--- src/hdl/png_pkg.sv ---
// Shared types, constants and the step program of the pink noise generator.
// Used by the controller, the datapath and the shared multiplier.
package png_pkg;

  localparam int STATE_W    = 48;
  localparam int HALF_W     = STATE_W / 2;
  localparam int COEF_W     = 21;
  localparam int A_W        = 32;
  localparam int SEED_W     = 20;
  localparam int SIG_FRAC   = 30;
  localparam int COEF_FRAC  = COEF_W - 3;
  localparam int Q_W        = 32;
  localparam int DIV_STEPS  = 2;
  localparam int PROD_W     = A_W + STATE_W;
  localparam int MAG_W      = PROD_W - COEF_FRAC;
  localparam int SAMPLE_W   = 32;
  localparam int CFG_IDX_W  = 3;
  localparam int CFG_DATA_W = 3 * COEF_W;
  localparam int NUM_UOPS   = 35;
  localparam int PC_W       = 6;
  localparam int CNT_W      = 6;

  localparam logic [SEED_W:0]   LCG_MUL = 21'd1664525;
  localparam logic [SEED_W-1:0] LCG_INC = 20'd52737;

  localparam logic signed [STATE_W-1:0] CLIP_LEVEL = 48'sd359666402;
  localparam logic signed [A_W-1:0]     FULL_SCALE = 32'sd2147483647;
  localparam logic signed [A_W-1:0]     DIRECT_K   = 32'sd36794537;
  localparam logic signed [A_W-1:0]     DELAYED_K  = 32'sd9531189;

  // Register indexes of the configuration port.
  localparam logic [CFG_IDX_W-1:0] CFG_MODE = 3'd0;
  localparam logic [CFG_IDX_W-1:0] CFG_WORD = 3'd1;
  localparam logic [CFG_IDX_W-1:0] CFG_HP1  = 3'd2;
  localparam logic [CFG_IDX_W-1:0] CFG_HP2  = 3'd3;
  localparam logic [CFG_IDX_W-1:0] CFG_LP1  = 3'd4;
  localparam logic [CFG_IDX_W-1:0] CFG_LP2  = 3'd5;

  // Step program addresses.
  localparam logic [PC_W-1:0] UP_B5_SUM  = 6'd10;
  localparam logic [PC_W-1:0] UP_DIRECT  = 6'd11;
  localparam logic [PC_W-1:0] UP_DELAYED = 6'd12;
  localparam logic [PC_W-1:0] UP_BIQUAD  = 6'd13;
  localparam logic [PC_W-1:0] UP_CLIP    = 6'd33;

  // Slots inside one biquad section.
  localparam logic [2:0] BQ_FB1   = 3'd0;
  localparam logic [2:0] BQ_FB2   = 3'd1;
  localparam logic [2:0] BQ_TWICE = 3'd2;
  localparam logic [2:0] BQ_SHIFT = 3'd3;

  typedef enum logic [2:0] {
    A_GAIN, A_POLE, A_DIRECT, A_DELAYED, A_A1, A_A2, A_B0, A_FULL
  } asel_e;

  typedef enum logic [2:0] {
    B_WHITE, B_BRANCH, B_W1, B_W2, B_TMP, B_ACC
  } bsel_e;

  typedef enum logic [3:0] {
    WB_TMP, WB_BRANCH_ACC, WB_ACC_B5, WB_ACC_ADD, WB_B5, WB_ACC_SUB,
    WB_TWICE, WB_SHIFT, WB_ACC, WB_CLIP, WB_SCALE
  } wb_e;

  typedef struct packed {
    logic       is_mul;
    asel_e      asel;
    bsel_e      bsel;
    wb_e        wb;
    logic [2:0] idx;
  } uop_t;

  typedef struct packed {
    logic lcg;
    logic div_step;
    logic mul_start;
    logic wb_en;
    logic out_load;
    uop_t uop;
  } cmd_t;

  typedef struct packed {
    logic mul_done;
    logic out_free;
  } status_t;

  function automatic logic signed [A_W-1:0] pole_k(input logic [2:0] i);
    logic signed [A_W-1:0] k;
    case (i)
      3'd0:    k = 32'sd1073156742;
      3'd1:    k = 32'sd1070505459;
      3'd2:    k = 32'sd1057041917;
      3'd3:    k = 32'sd983736167;
      3'd4:    k = 32'sd704739601;
      default: k = '0;
    endcase
    return k;
  endfunction

  function automatic logic signed [A_W-1:0] gain_k(input logic [2:0] i);
    logic signed [A_W-1:0] k;
    case (i)
      3'd0:    k = 32'sd2127799;
      3'd1:    k = 32'sd2831482;
      3'd2:    k = 32'sd6906455;
      3'd3:    k = 32'sd15450635;
      3'd4:    k = 32'sd28973941;
      default: k = '0;
    endcase
    return k;
  endfunction

  // One step of the per-sample program: branch network, four biquads,
  // clipping and output scaling.
  function automatic uop_t uprog(input logic [PC_W-1:0] pc);
    uop_t            u;
    logic [PC_W-1:0] rel;
    logic [1:0]      n;
    logic [2:0]      sub;
    u.is_mul = 1'b0;
    u.asel   = A_FULL;
    u.bsel   = B_ACC;
    u.wb     = WB_ACC;
    u.idx    = '0;
    rel      = pc - UP_BIQUAD;
    if (rel >= 6'd15) begin
      n = 2'd3;  sub = 3'(rel - 6'd15);
    end else if (rel >= 6'd10) begin
      n = 2'd2;  sub = 3'(rel - 6'd10);
    end else if (rel >= 6'd5) begin
      n = 2'd1;  sub = 3'(rel - 6'd5);
    end else begin
      n = 2'd0;  sub = rel[2:0];
    end
    if (pc < UP_B5_SUM) begin
      u.is_mul = 1'b1;
      u.idx    = pc[3:1];
      if (!pc[0]) begin
        u.asel = A_GAIN;  u.bsel = B_WHITE;  u.wb = WB_TMP;
      end else begin
        u.asel = A_POLE;  u.bsel = B_BRANCH; u.wb = WB_BRANCH_ACC;
      end
    end else if (pc == UP_B5_SUM) begin
      u.wb = WB_ACC_B5;
    end else if (pc == UP_DIRECT) begin
      u.is_mul = 1'b1;  u.asel = A_DIRECT;  u.bsel = B_WHITE;  u.wb = WB_ACC_ADD;
    end else if (pc == UP_DELAYED) begin
      u.is_mul = 1'b1;  u.asel = A_DELAYED; u.bsel = B_WHITE;  u.wb = WB_B5;
    end else if (pc < UP_CLIP) begin
      u.idx = {1'b0, n};
      case (sub)
        BQ_FB1: begin
          u.is_mul = 1'b1;  u.asel = A_A1;  u.bsel = B_W1;  u.wb = WB_ACC_SUB;
        end
        BQ_FB2: begin
          u.is_mul = 1'b1;  u.asel = A_A2;  u.bsel = B_W2;  u.wb = WB_ACC_SUB;
        end
        BQ_TWICE: u.wb = WB_TWICE;
        BQ_SHIFT: u.wb = WB_SHIFT;
        default: begin
          u.is_mul = 1'b1;  u.asel = A_B0;  u.bsel = B_TMP;  u.wb = WB_ACC;
        end
      endcase
    end else if (pc == UP_CLIP) begin
      u.wb = WB_CLIP;
    end else begin
      u.is_mul = 1'b1;  u.asel = A_FULL;  u.bsel = B_ACC;  u.wb = WB_SCALE;
    end
    return u;
  endfunction

endpackage

--- src/hdl/png_ctrl.sv ---
// Controller: accepts ticks and walks the per-sample step program,
// issuing commands to the datapath. Uses png_pkg.
module png_ctrl (
  input  logic              clk_i,
  input  logic              rst_ni,
  input  logic              in_valid_i,
  input  logic              tick_i,
  output logic              in_stall_o,
  input  png_pkg::status_t  status_i,
  output png_pkg::cmd_t     cmd_o
);
  import png_pkg::*;

  typedef enum logic [2:0] {S_IDLE, S_DIV, S_ISSUE, S_MWAIT, S_FINISH} state_e;

  state_e           state_q;
  logic [PC_W-1:0]  pc_q;
  logic [CNT_W-1:0] cnt_q;
  cmd_t             cmd_q;
  cmd_t             cmd_d;
  uop_t             u_w;
  logic             last_w;

  assign u_w    = uprog(pc_q);
  assign last_w = (pc_q == PC_W'(NUM_UOPS - 1));

  always_comb begin
    cmd_d     = '0;
    cmd_d.uop = u_w;
    case (state_q)
      S_IDLE:   cmd_d.lcg      = in_valid_i && tick_i;
      S_DIV:    cmd_d.div_step = 1'b1;
      S_ISSUE: begin
        cmd_d.mul_start = u_w.is_mul;
        cmd_d.wb_en     = !u_w.is_mul;
      end
      S_MWAIT:  cmd_d.wb_en    = status_i.mul_done;
      S_FINISH: cmd_d.out_load = status_i.out_free;
      default:  ;
    endcase
  end

  always_ff @(posedge clk_i or negedge rst_ni) begin
    if (!rst_ni) begin
      state_q <= S_IDLE;
      pc_q    <= '0;
      cnt_q   <= '0;
      cmd_q   <= '0;
    end else begin
      cmd_q <= cmd_d;
      case (state_q)
        S_IDLE: begin
          if (in_valid_i && tick_i) begin
            pc_q    <= '0;
            cnt_q   <= '0;
            state_q <= S_DIV;
          end
        end
        S_DIV: begin
          cnt_q <= cnt_q + 1'b1;
          if (cnt_q == CNT_W'(DIV_STEPS - 1)) state_q <= S_ISSUE;
        end
        S_ISSUE: begin
          if (u_w.is_mul) begin
            state_q <= S_MWAIT;
          end else begin
            pc_q    <= pc_q + 1'b1;
            state_q <= last_w ? S_FINISH : S_ISSUE;
          end
        end
        S_MWAIT: begin
          if (status_i.mul_done) begin
            pc_q    <= pc_q + 1'b1;
            state_q <= last_w ? S_FINISH : S_ISSUE;
          end
        end
        S_FINISH: begin
          if (status_i.out_free) state_q <= S_IDLE;
        end
        default: state_q <= S_IDLE;
      endcase
    end
  end

  assign in_stall_o = (state_q != S_IDLE);
  assign cmd_o      = cmd_q;

endmodule

--- config.mk ---
export PLATFORM = sky130hd
export DESIGN_NAME = png_ctrl
export DESIGN_NICKNAME = d
export VERILOG_FILES = /design/src/hdl/png_pkg.sv /design/src/hdl/png_ctrl.sv
export SDC_FILE = /design/constraint.sdc
export NUM_CORES = 1
export LEC_CHECK = 0
export ABC_AREA = 1
export BUFFER_PORTS_ARGS = -buffer_cell sky130_fd_sc_hd__buf_2
export CAP_MARGIN = 20
export CORE_MARGIN = 5
export CORE_UTILIZATION = 35
export DETAILED_ROUTE_END_ITERATION = 10
export HOLD_SLACK_MARGIN = 0.1
export PLACE_DENSITY_LB_ADDON = 0.05
export SETUP_SLACK_MARGIN = 0.02
export SYNTH_ARGS = -nofsm -noshare
export SYNTH_HDL_FRONTEND = slang
export SYNTH_SLANG_ARGS = --single-unit
--- constraint.sdc ---
create_clock -name clk_i -period 4.7 [get_ports clk_i]
set_input_delay 0.235 -clock clk_i [delete_from_list [all_inputs] [get_ports clk_i]]
set_output_delay 0.235 -clock clk_i [all_outputs]
set_load 0.02 [all_outputs]
==> results.toml, run 1 <==
[worst_setup_path]
worstPathMaxFanout = 11
r2r_setup_slack_ns = 1.98
crit_required_ns = 4.87
critPathMaxStageDelay_ns = 0.61
start_kind = "flop"
crit_start = "pc_q[0]$_DFFE_PN0P_"
cp_cell_sequence = "inv_2 > ha_1 > inv_1 > nor2_1 > a21oi_4 > o21bai_1 > nand2_1 > nand2_1 > nand3_2 > nand2_2 > nand2_2 > nand2_2 > nand2_2 > nand2_2 > nand2_4 > nand2_8 > nand3_4 > nand2_1 > nand2_1"
r2r_end = "pc_q[1]$_DFFE_PN0P_"
crit_arrival_ns = 2.89
cp_slowest_cell = "dfrtp_1"
crit_top_cell = "nand2_2"
r2r-start = "pc_q[0]$_DFFE_PN0P_"
crit_path_end = "pc_q[1]$_DFFE_PN0P_"
crit_path_end_kind = "flop"
critical_path_class = "flop to flop"
reg2reg_depth = 19

[detailed_routing]
dr.pass1.iters = 4
ant_nets = 0
drcViolationCount = 0
first_iter_violations = 65
met3_wirelength_um = 162
top_layer = "met4"
drt-total-wl_mm = 4.471
drt-wirelength-per-cell_um = 12.25
vias_per_cell = 4.666
wl_met1_mm = 2.336
vias = 1703
route.met2.wl_mm = 1.924

[global_route]
antenna_found_initial = 0
grt_pass1_wl_mm = 7.693
grtUsageTotal = 0.1302
grt_max_degree = 35
grt_pass1_vias = 1619
overflow = 0

[placement]
dp_hpwl_mm = 3.529
port_buffers = 25
globalplace.congestion = 0.8251

[clock_network]
cts_setup_buffers = 0
cts_tree = "yes"
numCtsBuffers = 5
clock_sinks = 34
clkTransAtPathRegs_ns = 0.07
ctsRootBufferMaster = "clkbuf_8"
clockBufferDepth = 2
clk_latency_ns = 0.28
htreeDepth = 2
post_cts_resized = 0

[pwr]
switching_share = 0.4418
combPwrFrac = 0.444
power_leakage_nw = 1.318
power_mw = 1.161
power_density_mw_per_mm2 = 493.6
pwr-share-clk = 0.191
p_int_uw = 648.2
p_switching_uw = 512.9
p_seq_frac = 0.365
peakVddDrop_mv = 0.2072

[timing]
worst_pin_slew_ns = 0.8040
relSlewSlack = 0.4599
rsz0062_at_grt = "false"
clock_skew_ns = 0.004773
post-route-period-util = 0.5786
tns_ns = 0
fmax_mhz = 367.7
setup_viol = 0
hold_viol = 0
slew_viol_final = 0
fin_crit_ns = 2.720

[layout]
nets = 306
antenna_cells = 0
area_growth_pct = 14.91
drive_gt1_frac = 0.2321
final_util = 0.4195

[die]
chipHeight_um = 86.48
initial_core_util = 0.3650
core_mm2 = 0.005608
dieArea_mm2 = 0.007478
row_count = 27
die_x_um = 86.48
io_pins = 26

[run]
max-cap-violations = 0

[synth]
synthMostInstantiatedCell = "nand2_1"
synthTopCellsByArea = "dfrtp_1, nand2_1, inv_1"
yosys.area.top_type = "dfrtp_1"
synth-seq-cells = 34
ys_seq_area_frac = 0.4156
syn_nets = 274
synthCells = 260
synthFlopType = "dfrtp_1"
synth_top_area_share = 0.4156
ys_types = 32
netlist_top_cells_count = "nand2_1, inv_1, dfrtp_1"
synth_edf_count = 0
ys.warnings.count = 0
async_flop_share = 1.000
syn_area_mm2 = 0.002047
syn_area_per_cell_um2 = 7.873

[hold_path]
hold_path_class = "input pin to flop"

[outcome]
status = "finished, final reports clean"
-- through the flow --
step	area, um2	cells	worst slack, ns	hold slack [ns]
after floorplan	2047	260	2.393	-0.06059
after global placement	2251	356	2.023	0.3506
after detailed placement	2251	356	1.966	0.3561
after CTS	2352	365	1.954	0.1540
after global routing	2352	365	1.672	0.1677
final	2352	365	1.980	0.1650
-- kinds of logic after synthesis --
group | after synthesis | synth area share
compound gates | 28 | 0.08069
mux | 1 | 0.004890
flops | 34 | 0.4156
buf+inv | 48 | 0.09413
xor+xnor | 5 | 0.02140
fa+ha+maj | 8 | 0.04890
simple gates | 136 | 0.3344
-- power by group through the flow --
stage,sequential (mW),combinational [mW],clock (mW)
floorplan,0.439,0.384,0
finish,0.424,0.515,0.222
global route,0.436,0.588,0.250
detailed placement,0.430,0.520,0
global placement,0.429,0.524,0
CTS,0.424,0.522,0.232
-- layout make-up --
cell class                 instances  area (um2)
clock buffer                       7       86.33
clock inverter                     1       5.005
fill                             606        3256
inverter                          46       173.9
multi-input combinational        178        1003
sequential                        34       850.8
tap                               72       90.09
timing repair buffer              27       142.6
-- timing repair --
action	CTS	global route
setup endpoints to repair	0	0
endpoints found under the hold margin	34	0
hold buffers	1	0
-- flip-flops by register name (all words and copies together) (netlist names) --
register and count:
cnt_q 6, pc_q 6, state_q 3, cmd_o 19
-- critical path, delay by kind of cell, from the launching register on --
family	cells	cell delay (ns)
adders and majority gates	1	0.38
DFF	1	0.61
and+or+nand+nor	14	1.14
buffers and inverters	2	0.20
AOI/OAI and AO/OA	2	0.28
-- layer usage --
metal,up-vias,track usage
met1,781,0.1897
met4,0,0.03824
met3,5,0.03137
li1,889,-
met2,28,0.1898
met5,-,0
-- how the worst min path moves through the flow --
stage	slack [ns]	start	cells after the start	to
2_1_floorplan	-0.06	rst_ni	0	cmd_o[0]$_DFF_PN0_
3_3_place_gp	0.35	rst_ni	1	cnt_q[5]$_DFFE_PN0P_
3_5_place_dp	0.36	rst_ni	1	cnt_q[5]$_DFFE_PN0P_
4_1_cts	0.15	status_i[0]	3	cmd_o[14]$_DFF_PN0_
5_1_grt	0.17	status_i[0]	3	cmd_o[14]$_DFF_PN0_
6_report	0.17	status_i[0]	3	cmd_o[14]$_DFF_PN0_
-- placed cells by master (no fill, tap or decap), types with 2 or more instances in the layout --
cell type / count
inv_1: 37
nand3_2: 6
clkinv_2: 2
nor3_1: 6
nand2_2: 14
inv_2: 8
o22ai_1: 5
a21oi_1: 7
a31oi_1: 2
buf_2: 25
clkbuf_8: 6
dfrtp_1: 34
ha_1: 8
xnor2_1: 2
o21ai_0: 9
nand3_1: 18
xor2_1: 3
o21ai_1: 2
nand2_1: 54
nor4_1: 2
nor2_1: 24
nand4_1: 6
(Power assumes the default switching activity.)
==> run 2, diff against run 1 <==
Clock period 4.7 ns to 2.5 ns, I/O delays scaled along.
==> results.toml, run 2 (synthesis gave the netlist of run 1 again) <==
[worst_setup_path]
critical_path_class = "flop to flop"
r2r_end = "pc_q[4]$_DFFE_PN0P_"
cp_cell_sequence = "buf_4 > ha_2 > nand2_1 > nand3_1 > a21oi_2 > nand3_2 > nand3_1 > nand3_2 > nand2_2 > nand2_2 > nand2_2 > nand2_2 > nand2_2 > nand2_4 > nand2_8 > nand3_4 > nand2_1 > nand2_1"
r2r-start = "pc_q[0]$_DFFE_PN0P_"
r2r_setup_slack_ns = 0.21
critPathMaxStageDelay_ns = 0.39
crit_arrival_ns = 2.47
cp_slowest_cell = "dfrtp_1"
reg2reg_depth = 18
crit_path_end_kind = "flop"
crit_required_ns = 2.68
crit_top_cell = "nand2_2"
start_kind = "flop"
worstPathMaxFanout = 10

[clock_network]
clk_latency_ns = 0.28
numCtsBuffers = 5
clockBufferDepth = 2
ctsRootBufferMaster = "clkbuf_8"
htreeDepth = 2
cts_tree = "yes"
clkTransAtPathRegs_ns = 0.08
clock_sinks = 34

[placement]
place_area_mm2 = 0.002311
dp_slack_ns = 0.1309
globalplace.congestion = 0.8479
port_buffers = 25
dp_hpwl_mm = 3.674
place_inst = 364

[timing]
setup_viol = 0
slew_viol_final = 0
fmax_mhz = 436.0
relSlewSlack = 0.5116
tns_ns = 0
fin_crit_ns = 2.294
clock_skew_ns = 0.005826
worst_pin_slew_ns = 0.7325
hold_slack_ns = 0.1070
hold_viol = 0
rsz0062_at_grt = "false"
worst_slack_ns = 0.2063
post-route-period-util = 0.9175

[detailed_routing]
vias = 1742
drt-wirelength-per-cell_um = 12.59
dr.pass1.iters = 4
first_iter_violations = 42
vias_per_cell = 4.621
drt-total-wl_mm = 4.747
drcViolationCount = 0
ant_nets = 0

[layout]
finalNonFillerCells = 377
antenna_cells = 0
final_area_mm2 = 0.002539
final_cell_mix = "nand2_1, inv_1, dfrtp_1, buf_2, nor2_1"
fillerInstances = 606
layout_commonest_cell = "nand2_1"
drive_gt1_frac = 0.2984
largest_reg_flops = 19
area_growth_pct = 24.02
nets = 318

[pwr]
peakVddDrop_mv = 0.4178
power_leakage_nw = 1.397
power_density_mw_per_mm2 = 1005

[die]
die_x_um = 86.48
row_count = 27
chipHeight_um = 86.48
io_pins = 26
dieArea_mm2 = 0.007478
initial_core_util = 0.3650
core_mm2 = 0.005608

[run]
max-cap-violations = 0

[hold_path]
hold_path_class = "input pin to flop"
hp-start = "in_valid_i"
min_path_cells = 3
min_to = "cmd_o[18]$_DFF_PN0_"

[outcome]
status = "finished, final reports clean"

[global_route]
grt_pass1_vias = 1748
overflow = 0
antenna_found_initial = 0
grt_pass1_wl_mm = 8.121
grtUsageTotal = 0.1363
grt_max_degree = 35
==> run 2: where the power goes <==
group / leakage [nW] / switching (mW) / internal, mW
clock: 0.0683 / 0.217 / 0.400
sequential: 0.449 / 0.0866 / 0.675
combinational: 0.880 / 0.742 / 0.432
==> run 2: through the flow <==
step	util	total power, mW
after floorplan	-	1.548
after global placement	0.4121	1.867
after detailed placement	0.4121	1.870
after CTS	0.4402	2.501
after global routing	0.4527	2.746
final	0.4527	2.552
==> run 2: worst max path at each step <==
stage | from | depth (start not counted) | slack, ns | to
6_report | pc_q[0]$_DFFE_PN0P_ | 18 | 0.21 | pc_q[4]$_DFFE_PN0P_
5_1_grt | pc_q[0]$_DFFE_PN0P_ | 18 | 0.02 | pc_q[0]$_DFFE_PN0P_
4_1_cts | pc_q[0]$_DFFE_PN0P_ | 19 | 0.12 | pc_q[4]$_DFFE_PN0P_
3_5_place_dp | pc_q[0]$_DFFE_PN0P_ | 19 | 0.13 | pc_q[4]$_DFFE_PN0P_
3_3_place_gp | pc_q[0]$_DFFE_PN0P_ | 18 | 0.15 | pc_q[4]$_DFFE_PN0P_
2_1_floorplan | pc_q[0]$_DFFE_PN0P_ | 20 | 0.19 | pc_q[4]$_DFFE_PN0P_
==> run 2: repair_timing <==
| action | in CTS | in global routing |
|---|---|---|
| endpoints found under the hold margin | 35 | 0 |
| setup endpoints to repair | 0 | 8 |
| gates resized for setup | 0 | 14 |
| buffers inserted | 0 | 3 |
| hold buffers | 2 | 0 |
==> run 2: cell type report <==
| class | instances | area, um2 | area share |
|---|---|---|---|
| Tap cell | 72 | 90.09 | 0.03549 |
| Timing Repair Buffer | 39 | 235.2 | 0.09266 |
| Sequential cell | 34 | 852.1 | 0.3356 |
| Clock buffer | 5 | 68.82 | 0.02711 |
| Clock inverter | 3 | 68.82 | 0.02711 |
| Multi-Input combinational cell | 178 | 1050 | 0.4135 |
| Inverter | 46 | 173.9 | 0.06851 |
==> run 2: critical path: cells and delay by family (launching register included) <==
| kind | cells | cell delay (ns) |
|---|---|---|
| AND/OR/NAND/NOR | 15 | 1.21 |
| flip-flops | 1 | 0.39 |
| buffers and inverters | 1 | 0.20 |
| adder cells (fa/ha/maj) | 1 | 0.20 |
| AO/OA/AOI/OAI | 1 | 0.18 |
==> run 2: routing by layer <==
metal / routed length, um / vias up / GRT usage
met5: 0 / - / 0
met4: 53 / 0 / 0.03399
met3: 172 / 5 / 0.02852
met2: 2141 / 21 / 0.2177
met1: 2380 / 793 / 0.1878
li1: - / 923 / -
==> run 3, diff against run 2 <==
Settings changed: ABC_AREA 1 to unset, CORE_ASPECT_RATIO set to 2.
==> results.toml, run 3 <==
[die]
row_count = 41
core_mm2 = 0.006310
chipHeight_um = 123.3
io_pins = 26
die_x_um = 66.66
dieArea_mm2 = 0.008220
initial_core_util = 0.3561

[clock_network]
numCtsBuffers = 5
ctsRootBufferMaster = "clkbuf_16"
clock_sinks = 34
htreeDepth = 2
cts_tree = "yes"
clk_latency_ns = 0.28
clockBufferDepth = 2
clkTransAtPathRegs_ns = 0.06

[layout]
antenna_cells = 0
nets = 377
multi_input_area_mm2 = 0.001441
seq_area_um2 = 852.1
drive_gt1_frac = 0.3984
largest_reg_flops = 19
area_growth_pct = 50.45
fillerInstances = 636
finalNonFillerCells = 450
final_cell_mix = "buf_4, dfrtp_1, nand2_1, buf_2, nor2_1"
layout_commonest_cell = "buf_4"

[synth]
synth_edf_count = 0
synthFlopType = "dfrtp_1"
syn_area_per_cell_um2 = 8.448
synth_top_area_share = 0.3786
ys_types = 54
async_flop_share = 1.000
ys_seq_area_frac = 0.3786
synthTopCellsByArea = "dfrtp_1, nand2_1, ha_1"
yosys.area.top_type = "dfrtp_1"
syn_nets = 280
netlist_top_cells_count = "dfrtp_1, nand2_1, nor2_1"
ys.warnings.count = 0
synthMostInstantiatedCell = "dfrtp_1"
syn_area_mm2 = 0.002247
synthCells = 266
synth-seq-cells = 34

[detailed_routing]
first_iter_violations = 96
vias_per_cell = 5.242
drt-total-wl_mm = 7.339
drt-wirelength-per-cell_um = 16.31
drcViolationCount = 0
dr.pass1.iters = 4
vias = 2359
ant_nets = 0

[worst_setup_path]
crit_required_ns = 2.66
r2r_setup_slack_ns = -0.38
critical_path_class = "flop to flop"
cp_cell_sequence = "clkinvlp_4 > ha_4 > or4bb_4 > o2111ai_4 > o311ai_1 > nand4_1 > or3b_4 > o21ai_4 > nor2_2 > or3_1"
crit_arrival_ns = 3.04
path_delay_family = "simple AND/OR/NAND/NOR gates"
crit_path_end_kind = "flop"
cp_slowest_cell = "or4bb_4"
start_kind = "flop"
worstPathMaxFanout = 7
critPathMaxStageDelay_ns = 0.47
worst-path-buf-inv = 1

[global_route]
grt_max_degree = 35
antenna_found_initial = 0
grt_pass1_vias = 2343
overflow = 0
grt_pass1_wl_mm = 11.70
grtUsageTotal = 0.1958

[timing]
slew_viol_final = 0
setup_viol = 20
clock_skew_ns = 0.006471
rsz0062_at_grt = "true"
fin_crit_ns = 2.885
worst_pin_slew_ns = 0.7420
fmax_mhz = 346.7
hold_slack_ns = 0.3037
worst_slack_ns = -0.3846
relSlewSlack = 0.5053
post-route-period-util = 1.154
hold_viol = 0

[pwr]
peakVddDrop_mv = 0.7743
pwr-share-clk = 0.136
power_density_mw_per_mm2 = 1515
p_seq_frac = 0.174
power_leakage_nw = 1.621
switching_share = 0.4245
combPwrFrac = 0.690
p_int_mw = 2.946
p_switching_mw = 2.174

[placement]
dp_hpwl_mm = 5.916
dp_slack_ns = -0.4215
globalplace.congestion = 0.8565
port_buffers = 25
place_inst = 429

[outcome]
status = "finished with violations"
violations = "negative setup slack"

[hold_path]
hold_path_class = "input pin to flop"

[run]
max-cap-violations = 0
## run 3: changes by cell type in the layout (fill, tap and decap cells not counted), moves of 6 or more
cell	previous run	this run
buf_4	12	73
inv_1	35	11
inv_2	10	0
nand2_1	51	27
nand2_2	17	2
o21ai_0	9	15
## run 3: final cells by class
| class | instances | share of cell area |
|---|---|---|
| well taps | 86 | 0.03183 |
| clock buffers | 6 | 0.03812 |
| multi-input cells | 204 | 0.4264 |
| clock inverters | 2 | 0.01110 |
| inverters | 13 | 0.01628 |
| flip-flops and latches | 34 | 0.2520 |
| repair buffers | 105 | 0.2243 |
## run 3: repair_timing
item | in CTS | in global routing
gates cloned | 0 | 0
resized for setup | 15 | 13
hold buffers | 2 | 0
buffers inserted | 10 | 2
setup endpoints to repair | 20 | 21
hold endpoints to repair | 36 | 0
pin swaps | 14 | 7
## run 3: worst paths after layout
kind	startpoint	to	cells past startpoint
setup / recovery	pc_q[0]$_DFFE_PN0P_	state_q[0]$_DFFE_PN0P_	10
setup reg to reg	pc_q[0]$_DFFE_PN0P_	state_q[0]$_DFFE_PN0P_	10
hold / removal	status_i[1]	state_q[1]$_DFFE_PN0P_	4
max in group asynchronous	rst_ni	pc_q[1]$_DFFE_PN0P_	2
min in group asynchronous	rst_ni	cmd_o[18]$_DFF_PN0_	2
hold reg to reg	cnt_q[5]$_DFFE_PN0P_	cnt_q[5]$_DFFE_PN0P_	1
## run 3: power by group through the flow
stage,sequential [mW],combinational [mW],clock [mW]
6_report,0.892,3.53,0.696
4_1_cts,0.896,3.40,0.712
2_1_floorplan,1.01,1.64,0
3_3_place_gp,0.900,3.04,0
3_5_place_dp,0.901,3.05,0
5_1_grt,0.916,3.82,0.736
## run 3: through the flow
step	TNS [ns]	instance area (um2)	power (mW)	utilization
after floorplan	-3.008	2320	2.646	-
after global placement	-3.720	2980	3.940	0.4723
after detailed placement	-4.572	2980	3.955	0.4723
after CTS	-4.804	3306	5.006	0.5239
after global routing	-7.221	3381	5.472	0.5358
final	-4.315	3381	5.120	0.5358
## run 3: cells by family after synthesis
| logic type | Yosys count | synth area share |
|---|---|---|
| and+or+nand+nor | 119 | 0.2756 |
| AOI/OAI and AO/OA | 71 | 0.2261 |
| DFF | 34 | 0.3786 |
| buffers and inverters | 28 | 0.04900 |
| adders and majority gates | 8 | 0.04455 |
| muxes | 5 | 0.02227 |
| xor gates and xnor gates | 1 | 0.003898 |
## run 3: worst min-delay path: cells and delay by family
family	cells	cell delay, ns
AND/OR/NAND/NOR	1	0.05
AO/OA/AOI/OAI	2	0.28
buffers and inverters	1	0.09
## run 3: routing by layer
| metal | track usage | wire length [um] |
|---|---|---|
| met3 | 0.02364 | 129 |
| met5 | 0 | 0 |
| met2 | 0.3719 | 4250 |
| met1 | 0.1840 | 2591 |
| met4 | 0.1387 | 367 |
